--- config.mk ---
export PLATFORM = sky130hd
export DESIGN_NAME = del_alu
export DESIGN_NICKNAME = d
export VERILOG_FILES = /design/src/del_pkg.sv /design/src/del_alu.sv
export SDC_FILE = /design/constraint.sdc
export NUM_CORES = 1
export LEC_CHECK = 0
export ABC_CLOCK_PERIOD_IN_PS = 10150
export BUFFER_PORTS_ARGS = -buffer_cell sky130_fd_sc_hd__buf_4
export CAP_MARGIN = 20
export CORE_ASPECT_RATIO = 1.1
export CORE_MARGIN = 1.5
export CORE_UTILIZATION = 44
export DETAILED_ROUTE_END_ITERATION = 8
export PLACE_DENSITY = 0.81
export SETUP_SLACK_MARGIN = 0.02
export SLEW_MARGIN = 20
export SYNTH_ARGS = -nofsm -noshare
export SYNTH_HDL_FRONTEND = slang
export SYNTH_SLANG_ARGS = --single-unit
--- constraint.sdc ---
create_clock -name vclk -period 10.15
set_clock_uncertainty 0.15 [all_clocks]
set_input_delay 3.045 -clock vclk [all_inputs]
set_output_delay 3.045 -clock vclk [all_outputs]
set_load 0.01 [all_outputs]
--- src/del_pkg.sv ---
// ---------------------------------------------------------------------------
// del_pkg: drum event looper shared definitions
// Widths, register reset values, configuration indexes, command, mode and ALU op codes, sequencer states.
// ---------------------------------------------------------------------------
`default_nettype none

package del_pkg;

  // store geometry
  localparam int MAX_EVENTS = 256;
  localparam int TIME_WIDTH = 24;
  localparam int SAMPLE_W   = 8;
  localparam int IDX_W      = (MAX_EVENTS > 1) ? $clog2(MAX_EVENTS) : 1;
  localparam int CNT_W      = $clog2(MAX_EVENTS + 1);
  localparam int ENTRY_W    = TIME_WIDTH + SAMPLE_W;

  // time arithmetic widths
  localparam int PLAY_W = TIME_WIDTH + 1;
  localparam int ALU_W  = TIME_WIDTH + 2;
  localparam int TICK_W = 16;

  // input and configuration widths
  localparam int CMD_W     = 2;
  localparam int DUR_W     = 24;
  localparam int HITS_W    = 7;
  localparam int CFG_IDX_W = 1;
  localparam int CFG_W     = DUR_W;
  localparam int LIM_W     = (TIME_WIDTH > DUR_W) ? TIME_WIDTH : DUR_W;

  localparam logic [DUR_W-1:0]      DUR_RESET  = DUR_W'(1440000);
  localparam logic [HITS_W-1:0]     HITS_RESET = HITS_W'(64);
  localparam logic [HITS_W-1:0]     RESULT_CAP = HITS_W'(64);
  localparam logic [TIME_WIDTH-1:0] TIME_MAX   = {TIME_WIDTH{1'b1}};

  // configuration register indexes
  localparam logic [CFG_IDX_W-1:0] CFG_MAX_DUR  = CFG_IDX_W'(0);
  localparam logic [CFG_IDX_W-1:0] CFG_MAX_HITS = CFG_IDX_W'(1);

  typedef enum logic [CMD_W-1:0] {
    CMD_SHORT = 2'd0,
    CMD_LONG  = 2'd1,
    CMD_HIT   = 2'd2,
    CMD_TICK  = 2'd3
  } cmd_t;

  typedef enum logic [3:0] {
    M_IDLE      = 4'b0001,
    M_ARMING    = 4'b0010,
    M_RECORDING = 4'b0100,
    M_PLAYING   = 4'b1000
  } mode_t;

  typedef enum logic [7:0] {
    S_IDLE     = 8'b0000_0001,
    S_REC_ADD  = 8'b0000_0010,
    S_REC_CMP  = 8'b0000_0100,
    S_PLAY_ADD = 8'b0000_1000,
    S_PLAY_CMP = 8'b0001_0000,
    S_READ     = 8'b0010_0000,
    S_CHECK    = 8'b0100_0000,
    S_DONE     = 8'b1000_0000
  } state_t;

  typedef enum logic {
    ALU_ADD = 1'b0,
    ALU_SUB = 1'b1
  } alu_op_t;

endpackage

`default_nettype wire

--- src/del_alu.sv ---
// ---------------------------------------------------------------------------
// del_alu: shared time adder / comparator
// Adds two time values or subtracts them, the borrow giving a < b.
// ---------------------------------------------------------------------------
`default_nettype none

module del_alu (
  input  wire logic                     op,
  input  wire logic [del_pkg::ALU_W-1:0] a,
  input  wire logic [del_pkg::ALU_W-1:0] b,
  output logic      [del_pkg::ALU_W-1:0] res,
  output logic                          borrow
);

  import del_pkg::*;

  logic [ALU_W:0] wide;

  // one adder serves both operations
  always_comb begin
    if (alu_op_t'(op) == ALU_SUB) begin
      wide = {1'b0, a} - {1'b0, b};
    end else begin
      wide = {1'b0, a} + {1'b0, b};
    end
    res    = wide[ALU_W-1:0];
    borrow = (alu_op_t'(op) == ALU_SUB) ? wide[ALU_W] : 1'b0;
  end

endmodule

`default_nettype wire
==> results of run 1 <==
[how the worst min path moves through the flow]
stage                     endpoint  slack [ps]  depth (start not counted)
after floorplan             res[0]        6090                          2
after CTS                   res[1]        6310                          3
after detailed placement    res[1]        6310                          3
after global placement      res[0]        6310                          4
final                       res[1]        6310                          3
after global routing        res[1]        6340                          3
[worst min-delay path: cells and delay by family]
kind	cells	cell delay (ps)
adders and majority gates	1	160
buffers and inverters	2	210
[per-layer routing]
metal	vias up	global-route usage	share of wire
met5	-	0	0
li1	1159	-	-
met4	0	0.0165	0
met1	1030	0.288	0.43
met3	0	0.0334	0.063
met2	75	0.417	0.51
[kinds of logic after synthesis]
group / Yosys count / synth area share
muxes: 1 / 0.00543
adders and majority gates: 28 / 0.194
xor gates and xnor gates: 45 / 0.214
buffers and inverters: 19 / 0.0387
and+or+nand+nor: 89 / 0.232
AOI/OAI and AO/OA: 96 / 0.316
[Yosys cell counts, drive strengths merged (2+ instances only)]
library cell	count	area [um2]
a21o	7	52.6
a21oi	33	165
a31oi	4	25.0
a41o	2	20.0
clkbuf	7	26.3
ha	27	338
inv	12	45.0
nand2	21	78.8
nand2b	7	43.8
nand3	5	25.0
nand4	4	25.0
nor2	26	97.6
nor2b	5	31.3
nor3	10	50.1
nor4	3	18.8
o211ai	2	15.0
o21a	5	37.5
o21ai	29	145
o21bai	3	22.5
o31a	2	17.5
or4	2	15.0
xnor2	35	307
xor2	10	87.6
[power breakdown]
part	switching (mW)	total, mW	leakage [nW]	internal, mW
clock	0	0	0	0
sequential	0	0	0	0
combinational	0.122	0.242	1.16	0.120
[area by class of cell]
type                       instances  area share
tap                               52      0.0262
inverter                          12      0.0181
timing repair buffer              80       0.242
multi-input combinational        259       0.714
[metrics by stage]
step	setup slack, ps	util
after floorplan	1010	-
after global placement	737	0.622
after detailed placement	651	0.622
after CTS	632	0.622
after global routing	306	0.622
final	633	0.622
==> metrics.txt, run 1 <==
DRT Pass-1 Iters 4; Placed Cells about 400; Crit path max-delay family simple AND/OR/NAND/NOR gates; final net count 434; post-DP HPWL approximately 4600 um; Max Freq 105 MHz; dpl cell area 0.00248 mm2; cells along the critical path buf_4 -> or4_1 -> nor2_1 -> a21oi_1 -> nor2_1 -> o21ai_0 -> xnor2_1 -> ha_1 -> a21oi_1 -> o21ai_0 -> o21bai_1 -> o31ai_1 -> or4b_1 -> nand3_1 -> buf_4; largest fanout on the critical path 8; drt drc 0; CP Launch Type input pin; Data arrival, critical path about 6300 ps; Vias/cell 5.62; crit end category output port; MaxCap Viol Count 0; GPL Wtd Cong 0.923; GRT Util Overall 0.226; Final Cycle Share 0.938; Peak VDD IR 56.3 uV; most frequent cells in the layout 80 x buf_4, 35 x xnor2_1, 33 x a21oi_1, 29 x o21ai_0, 27 x ha_1; Cell Area, Synth 0.00184 mm2; P&R area growth vs syn 34.7%; die width 64.7 um; initial antenna violation count 0; fin. max-slew vios 0; CP peak stage delay 580 ps; fillers 395; ANT cells 0; min cycle time layout 9520 ps; total power 0.242 mW; Initial Util 0.461; hold_ws between 6000 and 7000 ps; CP Buf/Inv Count 2; gate count of the mapped netlist 278; number of port buffers 80; DRT iter0 DRCs 99; Worst-Margin Slew 500 ps; setup TNS 0 ps; Seq/Total Area, Yosys 0; I/O Pins 80; clkbuf count 0; largest net degree at the start of global routing 27; WL final 5310 um; power per cell area 97.5 mW/mm2; row cnt 24; DIE AREA 0.00459 mm2; HP Class input pin to output port; synthesized area per cell roughly 6.6 um2; origin of the worst setup path b[11]; Reg area 0 um2; vias in the first global route 2111; Syn Nets ~360; wire per inst between 10 and 15 um; Final Cell Area 0.00248 mm2; area taken by multi-input logic gates 0.00177 mm2; crit path capture res[25]; critical path class input pin to output port; Hold Buf Count CTS 0; final setup violation count 0; critical path's slowest cell or4_1; Post-DRT Antenna Nets 0; share of cells above drive strength 1 0.234; first-pass GRT wire length 8760 um; Slew HR 0.667; vias 2264; post-CTS resize count 0; count of final hold-check violations 0; Required @ worst endpoint 6960 ps; outcome finished, final reports clean; unrepaired setup endpoints after global routing no; sequential cells 0; Post-CTS Setup Inserts 0; Worst path depth 15; global route overflow 0; commonest non-fill, non-tap cell in the layout buf_4; Die Ht 70.9 um; core area around 0.0040 mm2; hold_sp a[1]; Synth Warn # 0; Netlist cell types 40; Static Leak about 1.2 nW; final instance count without filler cells ~400
Note: power is estimated with default switching activity, not from simulation.
==> run 2: changes to the inputs <==
--- a/config.mk
+++ b/config.mk
@@ -5,11 +5,10 @@
 export SDC_FILE = /design/constraint.sdc
 export NUM_CORES = 1
 export LEC_CHECK = 0
-export ABC_CLOCK_PERIOD_IN_PS = 10150
+export ABC_CLOCK_PERIOD_IN_PS = 10650
 export BUFFER_PORTS_ARGS = -buffer_cell sky130_fd_sc_hd__buf_4
 export CAP_MARGIN = 20
 export CORE_ASPECT_RATIO = 1.1
-export CORE_MARGIN = 1.5
 export CORE_UTILIZATION = 44
 export DETAILED_ROUTE_END_ITERATION = 8
 export PLACE_DENSITY = 0.81
==> constraint.sdc (replaced) <==
create_clock -name vclk -period 10.65
set_clock_uncertainty 0.15 [all_clocks]
set_input_delay 3.195 -clock vclk [all_inputs]
set_output_delay 3.195 -clock vclk [all_outputs]
set_load 0.01 [all_outputs]
==> run 2 against run 1 <==
Against the previous run:
- wire length decreased by 4.3%
- count of clock-buffer cells in the layout is the same
- non-clock buffer count unchanged
- via count is 1.9% lower
- largest power group unchanged
- sequential share of layout area stayed put
- worst setup slack gained 170 ps
- flip-flop and latch count unchanged
- critical path depth did not move
- utilization did not move
- worst hold slack better by 310 ps
- global-route usage is 0.88 points lower
- cell count unchanged
==> metrics.txt, run 2 (same netlist as run 1, synthesis figures left out) <==
Vias/cell 5.51 (was 5.62); vias 2222 (was 2264); vias in the first global route 1991 (was 2111); row cnt 24 (unchanged); Post-CTS Setup Inserts 0 (unchanged); Peak VDD IR 61.7 uV (was 56.3 uV); post-DP HPWL 4420 um (was 4600 um); Worst-Margin Slew 455 ps (was 500 ps); Data arrival, critical path 6500 ps (was 6320 ps); final net count 434 (unchanged); largest net degree at the start of global routing 27 (unchanged); ANT cells 0 (unchanged); setup TNS 0 ps (unchanged); final setup margin 801 ps (was 633 ps); drt drc 0 (unchanged); Final Cycle Share 0.925; Static Leak 1.16 nW (unchanged); WL final 5080 um (was 5310 um); number of port buffers 80 (unchanged); I/O Pins 80 (unchanged); DIE AREA 0.00445 mm2 (was 0.00459 mm2); count of final hold-check violations 0 (unchanged); Post-DRT Antenna Nets 0 (unchanged); P&R area growth vs syn 34.7% (unchanged); DRT Pass-1 Iters 4 (unchanged); power per cell area 92.7 mW/mm2 (was 97.5 mW/mm2); outcome finished, final reports clean (unchanged); first-pass GRT wire length 8200 um (was 8760 um); die width 63.7 um (was 64.7 um); fillers 385 (was 395); sequential cells 0 (unchanged); core area 0.00399 mm2 (unchanged); share of cells above drive strength 1 0.234 (unchanged); crit end category output port (unchanged); commonest non-fill, non-tap cell in the layout buf_4 (unchanged); Initial Util 0.461 (unchanged); wire per inst 12.6 um (was 13.2 um); global route overflow 0 (unchanged); critical path class input pin to output port (unchanged); HP Class input pin to output port (unchanged); clkbuf count 0 (unchanged); unrepaired setup endpoints after global routing no (unchanged); Slew HR 0.694 (was 0.667); CP Launch Type input pin (unchanged); GPL Wtd Cong 0.910 (was 0.923); DRT iter0 DRCs 84 (was 99); final setup violation count 0 (unchanged); most frequent cells in the layout 80 x buf_4, 35 x xnor2_1, 33 x a21oi_1, 29 x o21ai_0, 27 x ha_1 (unchanged); total power 0.230 mW (was 0.242 mW); post-CTS resize count 0 (unchanged); Reg area 0 um2 (unchanged); MaxCap Viol Count 0 (unchanged); Die Ht 69.9 um (was 70.9 um); min cycle time layout 9850 ps; fin. max-slew vios 0 (unchanged); Required @ worst endpoint 7310 ps (was 6960 ps); Max Freq 102 MHz; initial antenna violation count 0 (unchanged); Hold Buf Count CTS 0 (unchanged); largest fanout on the critical path 8 (unchanged); Post-Place Worst Slack 840 ps (was 651 ps); GRT Util Overall 0.218 (was 0.226)
## run 2: worst max-delay path, stage by stage
cell	delay [ps]
buf_4	120
or4_1	590
nor2_1	110
a21oi_1	70
nor2_1	300
o21ai_0	180
xnor2_1	160
ha_1	440
a21oi_1	100
o21ai_0	220
o21bai_1	150
o31ai_1	140
or4b_1	520
nand3_1	90
buf_4	120
## run 2: worst paths after layout
check | depth (start not counted) | from | endpoint | slack (ps)
max | 15 | b[11] | res[25] | 800
min | 4 | b[0] | res[0] | 6610
## run 2: metal layers
layer | up-vias | routed length [um] | global-route usage
li1 | 1161 | - | -
met1 | 984 | 2300 | 0.276
met2 | 71 | 2470 | 0.402
met3 | 6 | 265 | 0.0196
met4 | 0 | 48 | 0.0253
met5 | - | 0 | 0
## run 2: power by group
group	switching (mW)	total [mW]	leakage (nW)	internal [mW]
sequential	0	0	0	0
combinational	0.116	0.230	1.16	0.114
clock	0	0	0	0
## run 2: final cells by class
| type | instances | area [um2] | share of cell area |
|---|---|---|---|
| inverter | 12 | 45.0 | 0.0181 |
| multi-input combinational | 259 | 1770 | 0.714 |
| tap | 52 | 65.1 | 0.0262 |
| timing repair buffer | 80 | 601 | 0.242 |
## run 2: stage by stage
step | area [um2] | util | cells | hold WS (ps)
finish | 2480 | 0.622 | 403 | 6610
global route | 2480 | 0.622 | 403 | 6630
CTS | 2480 | 0.622 | 403 | 6620
detailed placement | 2480 | 0.622 | 403 | 6610
global placement | 2480 | 0.622 | 403 | 6610
floorplan | 1840 | - | 278 | 6390
